===== src/hw/rtl/t6p_pkg.sv =====
`default_nettype none
// ----------------------------------------------------------------------------
// t6p_pkg
// Shared types and codes for the 6in4 tunnel header parser.
// ----------------------------------------------------------------------------
package t6p_pkg;

    localparam int unsigned MAX_FRAME_BYTES_DEFAULT = 65535;

    localparam int unsigned DATA_W   = 8;
    localparam int unsigned STATUS_W = 3;
    localparam int unsigned POS_W    = 16;
    localparam int unsigned LINK_W   = 2;
    // status, payload_offset, payload_length packed, rounded up to whole bytes
    localparam int unsigned RES_BITS = STATUS_W + 2 * POS_W;
    localparam int unsigned M_DATA_W = ((RES_BITS + 7) / 8) * 8;

    // Result status codes
    localparam logic [STATUS_W-1:0] ST_OK      = 3'd0;
    localparam logic [STATUS_W-1:0] ST_TRUNC   = 3'd1;
    localparam logic [STATUS_W-1:0] ST_LINK    = 3'd2;
    localparam logic [STATUS_W-1:0] ST_ETYPE   = 3'd3;
    localparam logic [STATUS_W-1:0] ST_NOT4    = 3'd4;
    localparam logic [STATUS_W-1:0] ST_NOT6    = 3'd5;
    localparam logic [STATUS_W-1:0] ST_SLLTYPE = 3'd6;
    localparam logic [STATUS_W-1:0] ST_NOT6IN4 = 3'd7;

    // Capture link kinds
    localparam logic [LINK_W-1:0] LINK_ETH  = 2'd0;
    localparam logic [LINK_W-1:0] LINK_RAW  = 2'd1;
    localparam logic [LINK_W-1:0] LINK_SLL  = 2'd2;
    localparam logic [LINK_W-1:0] LINK_UNKN = 2'd3;

    typedef struct packed {
        logic                last_byte;
        logic [DATA_W-1:0]   data_byte;
    } item_t;

    typedef struct packed {
        logic [POS_W-1:0]    payload_length;
        logic [POS_W-1:0]    payload_offset;
        logic [STATUS_W-1:0] status;
    } result_t;

endpackage : t6p_pkg
`default_nettype wire


===== src/hw/rtl/t6p_in_stage.sv =====
`default_nettype none
// ----------------------------------------------------------------------------
// t6p_in_stage
// Input register: captures one byte transaction and holds it until the
// parser takes it.
// ----------------------------------------------------------------------------
module t6p_in_stage
(
    input  wire logic          clk,
    input  wire logic          rst_n,
    input  wire logic          in_valid,
    output logic               in_ready,
    input  wire t6p_pkg::item_t in_item,
    input  wire logic          take,
    output logic               item_valid,
    output t6p_pkg::item_t     item
);
    import t6p_pkg::*;

    logic  valid_reg;
    logic  valid_next;
    item_t item_reg;

    // Refill in the same cycle the held item is taken
    assign in_ready   = !valid_reg || take;
    assign valid_next = in_ready ? in_valid : valid_reg;

    always_ff @(posedge clk or negedge rst_n)
    begin
        if (!rst_n)
        begin
            valid_reg <= 1'b0;
        end
        else
        begin
            valid_reg <= valid_next;
        end
    end

    always_ff @(posedge clk)
    begin
        if (in_ready && in_valid)
        begin
            item_reg <= in_item;
        end
    end

    assign item_valid = valid_reg;
    assign item       = item_reg;

endmodule : t6p_in_stage
`default_nettype wire


===== src/hw/rtl/t6p_parse.sv =====
`default_nettype none
// ----------------------------------------------------------------------------
// t6p_parse
// Per-byte header walker: link header, VLAN tags, outer IPv4/IPv6, and the
// verdict on the last byte of each frame.
// ----------------------------------------------------------------------------
module t6p_parse
#(
    parameter int unsigned MAX_FRAME_BYTES = t6p_pkg::MAX_FRAME_BYTES_DEFAULT
)
(
    input  wire logic                         clk,
    input  wire logic                         rst_n,
    input  wire logic                         cfg_we,
    input  wire logic [t6p_pkg::LINK_W-1:0]   cfg_link_kind,
    input  wire logic                         item_valid,
    input  wire t6p_pkg::item_t               item,
    input  wire logic                         out_free,
    output logic                              take,
    output logic                              res_valid,
    output t6p_pkg::result_t                  res
);
    import t6p_pkg::*;

    typedef enum logic [2:0] {
        LYR_START,
        LYR_ETH,
        LYR_VLAN,
        LYR_SLL,
        LYR_IPV4,
        LYR_IPV6,
        LYR_DONE,
        LYR_PAYLOAD
    } layer_t;

    localparam logic [15:0] ETYPE_IPV4 = 16'h0800;
    localparam logic [15:0] ETYPE_IPV6 = 16'h86DD;
    localparam logic [15:0] ETYPE_VLAN = 16'h8100;
    localparam logic [7:0]  TUNNEL_PROTO = 8'd41;
    localparam logic [POS_W-1:0] COUNT_MAX = POS_W'(MAX_FRAME_BYTES);

    logic [LINK_W-1:0] link_kind_reg;
    layer_t            layer_reg,   layer_next;
    logic [5:0]        idx_reg,     idx_next;
    logic [POS_W-1:0]  count_reg,   count_next;
    logic [7:0]        shift_reg,   shift_next;
    logic [5:0]        hdr_reg,     hdr_next;
    logic [2:0]        verdict_reg, verdict_next;
    logic [POS_W-1:0]  inner_reg,   inner_next;

    logic [7:0]        b;
    logic [15:0]       etype;
    logic [POS_W-1:0]  base4;
    logic [POS_W:0]    sum4;
    layer_t            layer_e;
    logic [5:0]        idx_e;
    logic [2:0]        verdict_e;
    logic              advance;
    logic              vlan_ok;
    result_t           res_c;

    assign take      = item_valid && (!item.last_byte || out_free);
    assign res_valid = take && item.last_byte;
    assign b         = item.data_byte;
    assign etype     = {shift_reg, b};

    always_comb
    begin
        // Saturating frame byte count
        count_next = (count_reg < COUNT_MAX) ? count_reg + 1'b1 : count_reg;

        layer_e   = layer_reg;
        idx_e     = idx_reg;
        verdict_e = verdict_reg;
        if (layer_reg == LYR_START)
        begin
            idx_e     = 6'd0;
            verdict_e = ST_OK;
            unique case (link_kind_reg)
                LINK_ETH:  layer_e = LYR_ETH;
                LINK_RAW:  layer_e = LYR_IPV4;
                LINK_SLL:  layer_e = LYR_SLL;
                LINK_UNKN:
                begin
                    layer_e   = LYR_DONE;
                    verdict_e = ST_LINK;
                end
                default:   layer_e = LYR_DONE;
            endcase
        end

        layer_next   = layer_e;
        idx_next     = idx_e;
        verdict_next = verdict_e;
        shift_next   = shift_reg;
        hdr_next     = hdr_reg;
        inner_next   = inner_reg;
        advance      = 1'b1;
        vlan_ok      = 1'b0;

        base4 = (count_next >= POS_W'(20)) ? count_next - POS_W'(20) : '0;
        sum4  = {1'b0, base4} + (POS_W+1)'(hdr_reg);

        unique case (layer_e)
            LYR_ETH, LYR_VLAN:
            begin
                if (idx_e == ((layer_e == LYR_ETH) ? 6'd12 : 6'd2))
                begin
                    shift_next = b;
                end
                if (idx_e == ((layer_e == LYR_ETH) ? 6'd13 : 6'd3))
                begin
                    advance = 1'b0;
                    vlan_ok = 1'b1;
                end
            end
            LYR_SLL:
            begin
                if (idx_e == 6'd0 || idx_e == 6'd14)
                begin
                    shift_next = b;
                end
                if (idx_e == 6'd1 && etype > 16'd4)
                begin
                    verdict_next = ST_SLLTYPE;
                end
                if (idx_e == 6'd15)
                begin
                    advance = 1'b0;
                    if (verdict_e != ST_OK)
                    begin
                        layer_next = LYR_DONE;
                    end
                end
            end
            LYR_IPV4:
            begin
                if (idx_e == 6'd0)
                begin
                    hdr_next = {b[3:0], 2'b00};
                    if (b[7:4] != 4'd4)
                    begin
                        verdict_next = ST_NOT4;
                    end
                end
                if (idx_e == 6'd9 && b != TUNNEL_PROTO && verdict_e == ST_OK)
                begin
                    verdict_next = ST_NOT6IN4;
                end
                if (idx_e == 6'd19)
                begin
                    advance = 1'b0;
                    if (verdict_e != ST_OK)
                    begin
                        layer_next = LYR_DONE;
                    end
                    else
                    begin
                        // Clamp offsets that run past 16 bits
                        inner_next = sum4[POS_W] ? '1 : sum4[POS_W-1:0];
                        layer_next = LYR_PAYLOAD;
                    end
                end
            end
            LYR_IPV6:
            begin
                if (idx_e == 6'd0 && b[7:4] != 4'd6)
                begin
                    verdict_next = ST_NOT6;
                end
                if (idx_e == 6'd6 && b != TUNNEL_PROTO && verdict_e == ST_OK)
                begin
                    verdict_next = ST_NOT6IN4;
                end
                if (idx_e == 6'd39)
                begin
                    advance = 1'b0;
                    if (verdict_e != ST_OK)
                    begin
                        layer_next = LYR_DONE;
                    end
                    else
                    begin
                        inner_next = count_next;
                        layer_next = LYR_PAYLOAD;
                    end
                end
            end
            LYR_START, LYR_DONE, LYR_PAYLOAD:
            begin
                advance = 1'b0;
            end
            default:
            begin
                advance = 1'b0;
            end
        endcase

        // Ethertype dispatch at the end of a link header or VLAN tag
        if ((layer_e == LYR_ETH && idx_e == 6'd13) || (layer_e == LYR_VLAN && idx_e == 6'd3)
            || (layer_e == LYR_SLL && idx_e == 6'd15 && verdict_e == ST_OK))
        begin
            priority if (etype == ETYPE_IPV4)
            begin
                layer_next   = LYR_IPV4;
                idx_next     = 6'd0;
                verdict_next = ST_OK;
            end
            else if (etype == ETYPE_IPV6)
            begin
                layer_next   = LYR_IPV6;
                idx_next     = 6'd0;
                verdict_next = ST_OK;
            end
            else if (etype == ETYPE_VLAN && vlan_ok)
            begin
                layer_next   = LYR_VLAN;
                idx_next     = 6'd0;
                verdict_next = ST_OK;
            end
            else
            begin
                layer_next   = LYR_DONE;
                verdict_next = ST_ETYPE;
            end
        end

        if (advance)
        begin
            idx_next = idx_e + 1'b1;
        end

        // Verdict for the last byte
        res_c.status         = ST_TRUNC;
        res_c.payload_offset = '0;
        res_c.payload_length = '0;
        if (layer_next == LYR_DONE)
        begin
            res_c.status = verdict_next;
        end
        else if (layer_next == LYR_PAYLOAD && count_next >= inner_next)
        begin
            res_c.status         = ST_OK;
            res_c.payload_offset = inner_next;
            res_c.payload_length = count_next - inner_next;
        end

        // Clear for the next frame
        if (item.last_byte)
        begin
            layer_next   = LYR_START;
            idx_next     = 6'd0;
            count_next   = '0;
            shift_next   = '0;
            hdr_next     = '0;
            verdict_next = ST_OK;
            inner_next   = '0;
        end
    end

    assign res = res_c;

    always_ff @(posedge clk or negedge rst_n)
    begin
        if (!rst_n)
        begin
            link_kind_reg <= LINK_ETH;
            layer_reg     <= LYR_START;
            idx_reg       <= '0;
            count_reg     <= '0;
            shift_reg     <= '0;
            hdr_reg       <= '0;
            verdict_reg   <= ST_OK;
            inner_reg     <= '0;
        end
        else
        begin
            if (cfg_we)
            begin
                link_kind_reg <= cfg_link_kind;
            end
            if (take)
            begin
                layer_reg   <= layer_next;
                idx_reg     <= idx_next;
                count_reg   <= count_next;
                shift_reg   <= shift_next;
                hdr_reg     <= hdr_next;
                verdict_reg <= verdict_next;
                inner_reg   <= inner_next;
            end
        end
    end

endmodule : t6p_parse
`default_nettype wire


===== src/hw/rtl/t6p_out_stage.sv =====
`default_nettype none
// ----------------------------------------------------------------------------
// t6p_out_stage
// Result register: holds one verdict until the downstream side takes it.
// ----------------------------------------------------------------------------
module t6p_out_stage
(
    input  wire logic             clk,
    input  wire logic             rst_n,
    input  wire logic             load,
    input  wire t6p_pkg::result_t res,
    output logic                  out_free,
    output logic                  out_valid,
    input  wire logic             out_ready,
    output t6p_pkg::result_t      out_res
);
    import t6p_pkg::*;

    logic    valid_reg;
    logic    valid_next;
    result_t res_reg;

    assign out_free   = !valid_reg || out_ready;
    assign valid_next = load || (valid_reg && !out_ready);

    always_ff @(posedge clk or negedge rst_n)
    begin
        if (!rst_n)
        begin
            valid_reg <= 1'b0;
        end
        else
        begin
            valid_reg <= valid_next;
        end
    end

    always_ff @(posedge clk)
    begin
        if (load)
        begin
            res_reg <= res;
        end
    end

    assign out_valid = valid_reg;
    assign out_res   = res_reg;

endmodule : t6p_out_stage
`default_nettype wire


===== src/hw/rtl/tunnel_6in4_header_parser_top.sv =====
`default_nettype none
// ----------------------------------------------------------------------------
// tunnel_6in4_header_parser_top
// Byte-stream parser for link, VLAN and outer IP headers of 6in4 frames.
// ----------------------------------------------------------------------------
// Frame bytes enter one transaction per cycle on the s_ side, tlast marking
// the final byte. Each byte is registered, then the parser state is updated,
// so the block sustains one byte per cycle. One result transaction leaves on
// the m_ side per frame, from the result register loaded as the parser takes
// its last byte. Input stalls only when a last byte finds the result register
// still occupied. The user must write link_kind on cfg_ only while the block
// is idle (the block does not enforce it); sampled at each frame's first byte.
// ----------------------------------------------------------------------------
module tunnel_6in4_header_parser_top
#(
    parameter int unsigned MAX_FRAME_BYTES = t6p_pkg::MAX_FRAME_BYTES_DEFAULT
)
(
    input  wire logic                            clk,
    input  wire logic                            rst_n,
    input  wire logic                            cfg_valid,
    output logic                                 cfg_ready,
    input  wire logic [t6p_pkg::LINK_W-1:0]      cfg_data,     // link_kind
    input  wire logic                            s_tvalid,
    output logic                                 s_tready,
    input  wire logic [t6p_pkg::DATA_W-1:0]      s_tdata,      // data_byte
    input  wire logic                            s_tlast,      // last_byte
    output logic                                 m_tvalid,
    input  wire logic                            m_tready,
    // status [2:0], payload_offset [18:3], payload_length [34:19], zero pad
    output logic [t6p_pkg::M_DATA_W-1:0]         m_tdata
);
    import t6p_pkg::*;

    item_t   in_item;
    item_t   item;
    logic    item_valid;
    logic    take;
    logic    out_free;
    logic    res_valid;
    result_t res;
    result_t out_res;

    assign cfg_ready = 1'b1;

    assign in_item.data_byte = s_tdata;
    assign in_item.last_byte = s_tlast;

    t6p_in_stage u_in_stage
    (
        .clk        (clk),
        .rst_n      (rst_n),
        .in_valid   (s_tvalid),
        .in_ready   (s_tready),
        .in_item    (in_item),
        .take       (take),
        .item_valid (item_valid),
        .item       (item)
    );

    t6p_parse #(
        .MAX_FRAME_BYTES (MAX_FRAME_BYTES)
    ) u_parse
    (
        .clk           (clk),
        .rst_n         (rst_n),
        .cfg_we        (cfg_valid && cfg_ready),
        .cfg_link_kind (cfg_data),
        .item_valid    (item_valid),
        .item          (item),
        .out_free      (out_free),
        .take          (take),
        .res_valid     (res_valid),
        .res           (res)
    );

    t6p_out_stage u_out_stage
    (
        .clk       (clk),
        .rst_n     (rst_n),
        .load      (res_valid),
        .res       (res),
        .out_free  (out_free),
        .out_valid (m_tvalid),
        .out_ready (m_tready),
        .out_res   (out_res)
    );

    assign m_tdata = M_DATA_W'(out_res);

    // A verdict only loads into a free result register
    a_load_free: assert property (@(posedge clk) disable iff (!rst_n)
        res_valid |-> out_free)
        else $error("result register overwritten");

    // Backpressure only comes from a held input item
    a_ready_cause: assert property (@(posedge clk) disable iff (!rst_n)
        !s_tready |-> item_valid && item.last_byte && !out_free)
        else $error("input stalled without cause");

    // Failed frames carry no offset or length
    a_fail_zero: assert property (@(posedge clk) disable iff (!rst_n)
        (m_tvalid && out_res.status != ST_OK)
            |-> (out_res.payload_offset == '0 && out_res.payload_length == '0))
        else $error("nonzero payload fields on failed frame");

endmodule : tunnel_6in4_header_parser_top
`default_nettype wire


===== config.mk =====
export PLATFORM = sky130hd
export DESIGN_NAME = tunnel_6in4_header_parser_top
export DESIGN_NICKNAME = d
export VERILOG_FILES = /design/src/hw/rtl/t6p_pkg.sv /design/src/hw/rtl/t6p_in_stage.sv /design/src/hw/rtl/t6p_parse.sv /design/src/hw/rtl/t6p_out_stage.sv /design/src/hw/rtl/tunnel_6in4_header_parser_top.sv
export SDC_FILE = /design/constraint.sdc
export NUM_CORES = 1
export LEC_CHECK = 0
export BUFFER_PORTS_ARGS = -buffer_cell sky130_fd_sc_hd__buf_2
export CAP_MARGIN = 20
export CORE_MARGIN = 2
export CORE_UTILIZATION = 60
export DETAILED_ROUTE_END_ITERATION = 16
export GPL_TIMING_DRIVEN = 1
export PLACE_DENSITY_LB_ADDON = 0.25
export RECOVER_POWER = 100
export SLEW_MARGIN = 10
export SYNTH_ARGS = -nofsm -noshare
export SYNTH_HDL_FRONTEND = slang
export SYNTH_SLANG_ARGS = --single-unit
export TNS_END_PERCENT = 50

===== constraint.sdc =====
create_clock -name clk -period 8.9 [get_ports clk]
set_input_delay 0.445 -clock clk [delete_from_list [all_inputs] [get_ports clk]]
set_output_delay 0.445 -clock clk [all_outputs]
set_load 0.02 [all_outputs]

# After elaboration in Yosys (flattened, before gate mapping)
# Index checks and enable logic that the tools add are counted.
# totals
ff_bits,106
inputBits,16
out_inout_bits,43
# classes
add_sub_neg,5
n_lt_le_gt_ge,4
eq_ne,31
muxes,62
bitwise,1
n_reduce_logical,41
# ops
operator,count
2-to-1 mux 16 bit,9
2-to-1 mux 3 bit,22
2-to-1 mux 6 bit,10
== test 16 bit (second input constant),2
case mux 16 bit (2 select lines),1
== test 6 x 4 -> 1 bit (second input constant),4
2-to-1 mux 8 bit,3
== test 3 bit (second input constant),6
case mux 3 bit (3 select lines),2
adder 16 x 6 -> 17 bit,1
adder 16 x 1 -> 16 bit (second input constant),1
== test 16 x 12 -> 1 bit (second input constant),1
greater-or-equal comparator 16 bit,1
greater-or-equal comparator 16 x 5 -> 1 bit (second input constant),1
greater-than comparator 16 x 3 -> 1 bit (second input constant),1
logical AND 1 bit,16
less-than comparator 16 bit (second input constant),1
case mux 8 bit (2 select lines),1
subtractor 16 bit,1
subtractor 16 x 5 -> 16 bit (second input constant),1
== test 6 bit,2
case mux 3 bit (4 select lines),1
logical NOT 3 bit,3
2-to-1 mux 1 bit,8
27 further kinds,45

# Longest topological paths before layout
# depth
depth_word,17
mapped_depth,34
depth_no_buf,33

# Hierarchy
# A second synthesis with hierarchy kept.
# hier_totals
cells_unflattened,889
hier_area_um2,7679.9
# modules_own_cells
mod,instances,cells_each,area_per_inst_um2,seq_area_each_um2
t6p_parse,1,830,6204.7,1451.4
t6p_out_stage,1,38,1098.6,1076.0
t6p_in_stage,1,13,324.1,295.3
tunnel_6in4_header_parser_top,1,8,52.6,0.0

# Worst setup path after synthesis
# No wires, ideal clock.
# synth_timing
kind,reg-to-reg
startpoint,register u_parse.count_reg[0]
endpoint,"register u_out_stage.res_reg, in the netlist u_out_stage.out_res[28], data pin"
setup_time_ps,150
t_arrival_ps,6996
t_required_ps,8750
path_slack_ps,1754
path_stages_with_launch,35
cell_sequence,dfrtp_1 ha_1 nand3_2 nor4_4 nor2_1 ha_1 nor2_1 a22oi_1 nand4_4 nor4_1 clkbuf_1 nor2_1 ha_1 fa_1 a21o_1 a21oi_1 or2_1 o21bai_1 nor3_2 a21oi_1 nor2_1 o221ai_1 inv_1 ha_1 inv_1 ha_1 nand2b_1 a311o_1 nand2_1 o2111ai_1 a311oi_1 or4_1 a211o_1 buf_6 nor3_2
# synth_via
elab_chain_len,13
word_cells_on_any_way,18
# synth_lines
element,line_no,rtl
from (decl),t6p_parse.sv:45,"logic [POS_W-1:0] count_reg, count_next;"
from (signal assigned),t6p_parse.sv:286,count_reg <= count_next;
adder 16 x 1 -> 16 bit or less-than comparator 16 bit (tied branches),t6p_parse.sv:70,count_next = (count_reg < COUNT_MAX) ? count_reg + 1'b1 : count_reg;
2-to-1 mux 16 bit (*),t6p_parse.sv:70,
subtractor 16 x 5 -> 16 bit or greater-or-equal comparator 16 x 5 -> 1 bit (tied branches),t6p_parse.sv:101,base4 = (count_next >= POS_W'(20)) ? count_next - POS_W'(20) : '0;
2-to-1 mux 16 bit,t6p_parse.sv:101,
adder 16 x 6 -> 17 bit,t6p_parse.sv:102,"sum4 = {1'b0, base4} + (POS_W+1)'(hdr_reg);"
2-to-1 mux 16 bit,t6p_parse.sv:160,inner_next = sum4[POS_W] ? '1 : sum4[POS_W-1:0];
2-to-1 mux 16 bit,t6p_parse.sv:153,if (verdict_e != ST_OK)
2-to-1 mux 16 bit,t6p_parse.sv:150,if (idx_e == 6'd19)
case mux 16 bit (2 select lines),t6p_parse.sv:104,unique case (layer_e)
greater-or-equal comparator 16 bit,t6p_parse.sv:241,else if (layer_next == LYR_PAYLOAD && count_next >= inner_next)
logical AND 1 bit,t6p_parse.sv:241,
inverter 1 bit (no source line),n/a,
OR reduction 2 bit (no source line),n/a,
to (signal assigned),t6p_out_stage.sv:42,res_reg <= res;
to (decl),t6p_out_stage.sv:21,result_t res_reg;
# Every way passes the cells marked *; elsewhere a longest branch is shown, timed or not.
# A chain may end at the register's enable or synchronous reset.

# Final worst setup path
# layout_timing
startpoint,register u_parse.count_reg[0]
endpoint,"register u_out_stage.res_reg, in the netlist u_out_stage.out_res[6], data pin"
# Same word-level chain as after synthesis.

==> metrics list <==
- CTS H-tree depth: 3
- In this run, synthesis produced a sequential element count of ~100.
- Summed over all cells, the static leakage comes to around 3.3 nW.
- After detailed routing, the met3 layer carries 1820 µm of wire.
- Highest metal used: met4
* Fraction of layout cells with a size suffix above 1: 0.0959
* Violated checks: max-capacitance violations, max-slew violations
- Share of flip-flops with an asynchronous set or reset after synthesis: 0.577
- Number of CTS-inserted buffers: 9
- Crit path capture type: register
* Global routing usage summed across all routing layers: 0.345
* Headroom to the max-slew limit: -1.33
- Unrepaired setup endpoints after global routing: no
- Vias after detailed routing: 7176
* Setup TNS after final layout: 0 ps
* Largest driver fanout on the critical path: 33
- Of the total power, the clock network draws 0.269.
- Antenna Cells: 0
- The path with the worst hold slack has its endpoint at u_in_stage.item[3]$_DFFE_PP_.
* Die Y: between 100 and 150 µm
- Startpoint of the worst-slack reg-to-reg timing path: u_parse.count_reg[0]$_DFFE_PN0P_
- After detailed routing, the total wire length is 22700 µm.
- The floorplan has between 40 and 50 rows.
- Initial cell density of the core: 0.612
- Placeable core region: between 10000 and 15000 µm²
* Count of endpoints failing hold in the final timing report: 0
* Total design power: 1.57 mW
* Source-to-sink clock delay at the later pin of the worst-skew pair: ~380 ps
* Count of clock tree sinks: ~100
- The biggest area contributor in the post-synthesis netlist is dfrtp_1.
- Data arrives at the worst endpoint at around 8400 ps.
- By instance count, the cell type seen most on the critical path is ha_1.
- Congestion Overflow GR: 0
* Number of placed instances, taps included: around 1100
- Crit share post-route: 0.921
- Counting distinct cell types in the post-synthesis netlist gives 97.
* Top cells by area, synth: dfrtp_1 20%, edfxtp_1 17%, o21ai_0 5.1%, nand2_1 4.9%, ha_1 3.8%
* Net switching power of the design: between 0.6 and 0.7 mW
- The area growth from synthesis to layout is 7.43%.
- The slowest stage of the critical path is the or4_1 cell.
* Result of the run: complete, but fails checks
- Final setup violation count: 0
- Leaving out filler cells and counting taps, the final layout contains ~1100.
* Amount of wire on met2 after detailed routing: between 10000 and 15000 µm
- In the routed layout, each cell is associated on average with a via count of around 6.7.
- Count of cells along the worst register-to-register path: 29
- Root buf cell: clkbuf_16
- Final Cell Area: 8230 µm²
- Pin placement for this block handled slightly below 60 I/O pins.
* Die area: 13700 µm²
* Area fraction of the dominant cell type after synthesis: 0.196
* FF-to-FF End: u_out_stage.out_res[6]$_SDFFCE_PP0P_
- At the pin with the least slew margin, the transition time is 3500 ps.
* Switching power share of the total: 0.402
- Pin count of the biggest net entering global routing: 61
- Placed inst area: 7950 µm²
- The worst hold path belongs to the class in2reg.
* Met1 wire length: approximately 8900 µm
- Top FF cell, synth: dfrtp_1
- The final-report max-slew violation count came to 157.
- Sequential share of power: 0.387
- For this run, design rule violations remaining after detail routing come to 0.
- WHS Path Cells: 1
- Routed length per instance: 21.1 µm
- Maximum achievable frequency: between 0.1 and 0.15 GHz
* Worst-case register-to-register setup slack: about 710 ps
* Cell-internal power: ~0.94 mW
* CTS Buffer Depth: 2
- Final estimated routing congestion in global placement: 1.02
- For this design the ratio of total power to cell area is ~190 nW/µm².
* Via count of the first global-routing pass: roughly 7000
- Yosys warns: 0
- On the worst path, the slowest cell contributes a delay of roughly 650 ps.
* Worst IR drop on VDD: 0.000147 V
- The die is between 100 and 150 µm wide.
* Reported max-cap violation count: 3
- Wire length of the first global-routing pass: between 30000 and 40000 µm
- The initial antenna violation count is 0.
* DP HPWL: about 17000 µm
* Number of DRC markers after the initial detailed-route iteration: 610
- Data required time of the worst path: around 9100 ps
- Post-synth EDFFs: 44
- In this run the mean area of a mapped cell was just under 9 µm².
* CTS tree: built
* Max FFs per register: 35
- The first detailed-routing pass took 7 iterations.
- Port bufs: 52
* Fraction of the yosys area taken by sequential cells: 0.369
- Synthesis produced a netlist whose cell count is between 800 and 900.
- By startpoint and endpoint, the worst setup path is classified as reg2reg.
- The detail route stage leaves a number of antenna-violating nets equal to 0.
- Of the total power, combinational logic draws 0.344.
- Net count of the finished layout: around 940
- Final critical path time including I/O delays and setup: a little over 8000 ps
- The worst setup path is launched from a register.
- On the final layout, the worst clock skew is roughly 21 ps.
- The synthesized netlist occupies a cell area of approximately 7700 µm².
- Launch instance of the worst min-delay path: s_tdata[3]
- After clock tree synthesis, the clock-pin slew on the worst setup and hold paths is 80 ps.
-- power groups by stage --
stage	Clock (mW)	Sequential [mW]	Combinational [mW]
2_1_floorplan	0	0.607	0.401
3_3_place_gp	0	0.614	0.528
3_5_place_dp	0	0.616	0.535
4_1_cts	0.428	0.607	0.536
5_1_grt	0.445	0.617	0.595
6_report	0.423	0.610	0.541
-- synth_stat cells (6+ instances only) --
master,instances
nor4_1,6
xnor2_1,23
inv_1,33
nand3_1,23
or2_2,8
dfrtp_1,60
edfxtp_1,44
xor2_1,6
a31oi_1,10
nor3_1,25
buf_2,7
a22oi_1,8
o22ai_1,7
o21a_1,9
clkbuf_1,27
nand2_1,99
a21o_1,14
or3_1,8
o41ai_1,11
mux2i_1,7
o31ai_1,10
and2_1,15
a21oi_1,46
ha_1,23
and3_1,9
o221ai_1,9
buf_4,8
nand4_1,16
nor2_1,75
or4_1,7
o21ai_0,78
a22o_1,10
o211ai_1,6
-- critical path, delay by kind of cell, from the launching register on --
family	cells	cell delay [ps]
AND/OR/NAND/NOR	15	4180
flip-flops	1	460
adder cells (fa/ha/maj)	4	1340
AO/OA/AOI/OAI	10	2030
-- layout by cell type, fill, tap and decap left out, types with 11 or more instances in the layout --
cell,count
edfxtp_1,44
buf_2,15
nor2_1,75
nor3_1,26
o21ai_0,79
xnor2_1,23
dfrtp_1,60
nand2_1,98
nand4_1,16
and2_1,12
a21oi_1,46
nand3_1,23
a21o_1,14
ha_1,23
inv_1,33
clkbuf_1,40
o41ai_1,11
-- stage by stage --
stage | utilization | hold slack, ps | setup slack (ps)
CTS | 0.660 | 241 | 568
global route | 0.657 | 236 | 31.6
detailed placement | 0.635 | 482 | 615
finish | 0.657 | 246 | 705
global placement | 0.635 | 466 | 752
floorplan | - | 149 | 1750
-- worst max-delay path by stage --
stage	from	end	slack (ps)
2_1_floorplan	u_parse.count_reg[0]$_DFFE_PN0P_	u_out_stage.out_res[28]$_SDFFCE_PP0P_	1750
3_3_place_gp	u_parse.count_reg[0]$_DFFE_PN0P_	u_out_stage.out_res[6]$_SDFFCE_PP0P_	750
3_5_place_dp	u_parse.count_reg[1]$_DFFE_PN0P_	u_out_stage.out_res[6]$_SDFFCE_PP0P_	610
4_1_cts	u_parse.count_reg[0]$_DFFE_PN0P_	u_out_stage.out_res[6]$_SDFFCE_PP0P_	570
5_1_grt	u_parse.count_reg[0]$_DFFE_PN0P_	u_out_stage.out_res[6]$_SDFFCE_PP0P_	30
6_report	u_parse.count_reg[0]$_DFFE_PN0P_	u_out_stage.out_res[6]$_SDFFCE_PP0P_	710
-- cell families after synthesis --
family	synth area share
mux	0.0165
compound gates	0.254
other cells	0.000980
buf+inv	0.0526
simple gates	0.229
xor+xnor	0.0382
flops	0.369
fa+ha+maj	0.0402
-- per-layer routing --
metal  vias to the layer above  track usage
met3                        69       0.0731
met1                      3411        0.432
met2                       373        0.572
li1                       3323            -
met5                         -            0
met4                         0        0.165
-- area by class of cell --
| cell class | count | area (µm²) |
|---|---|---|
| multi-input combinational | 688 | 4450 |
| fill | 1101 | 4290 |
| sequential | 104 | 2820 |
| timing repair buffer | 63 | 285 |
| clock buffer | 9 | 225 |
| tap | 172 | 215 |
| inverter | 36 | 138 |
| clock inverter | 7 | 88.8 |
-- timing repair --
action / CTS / global route
gates resized for setup: 0 / 2
endpoints found under the setup margin: 0 / 33
hold buffers: 0 / 0
buffers inserted: 0 / 4
Power figures use the tool's default switching activity.
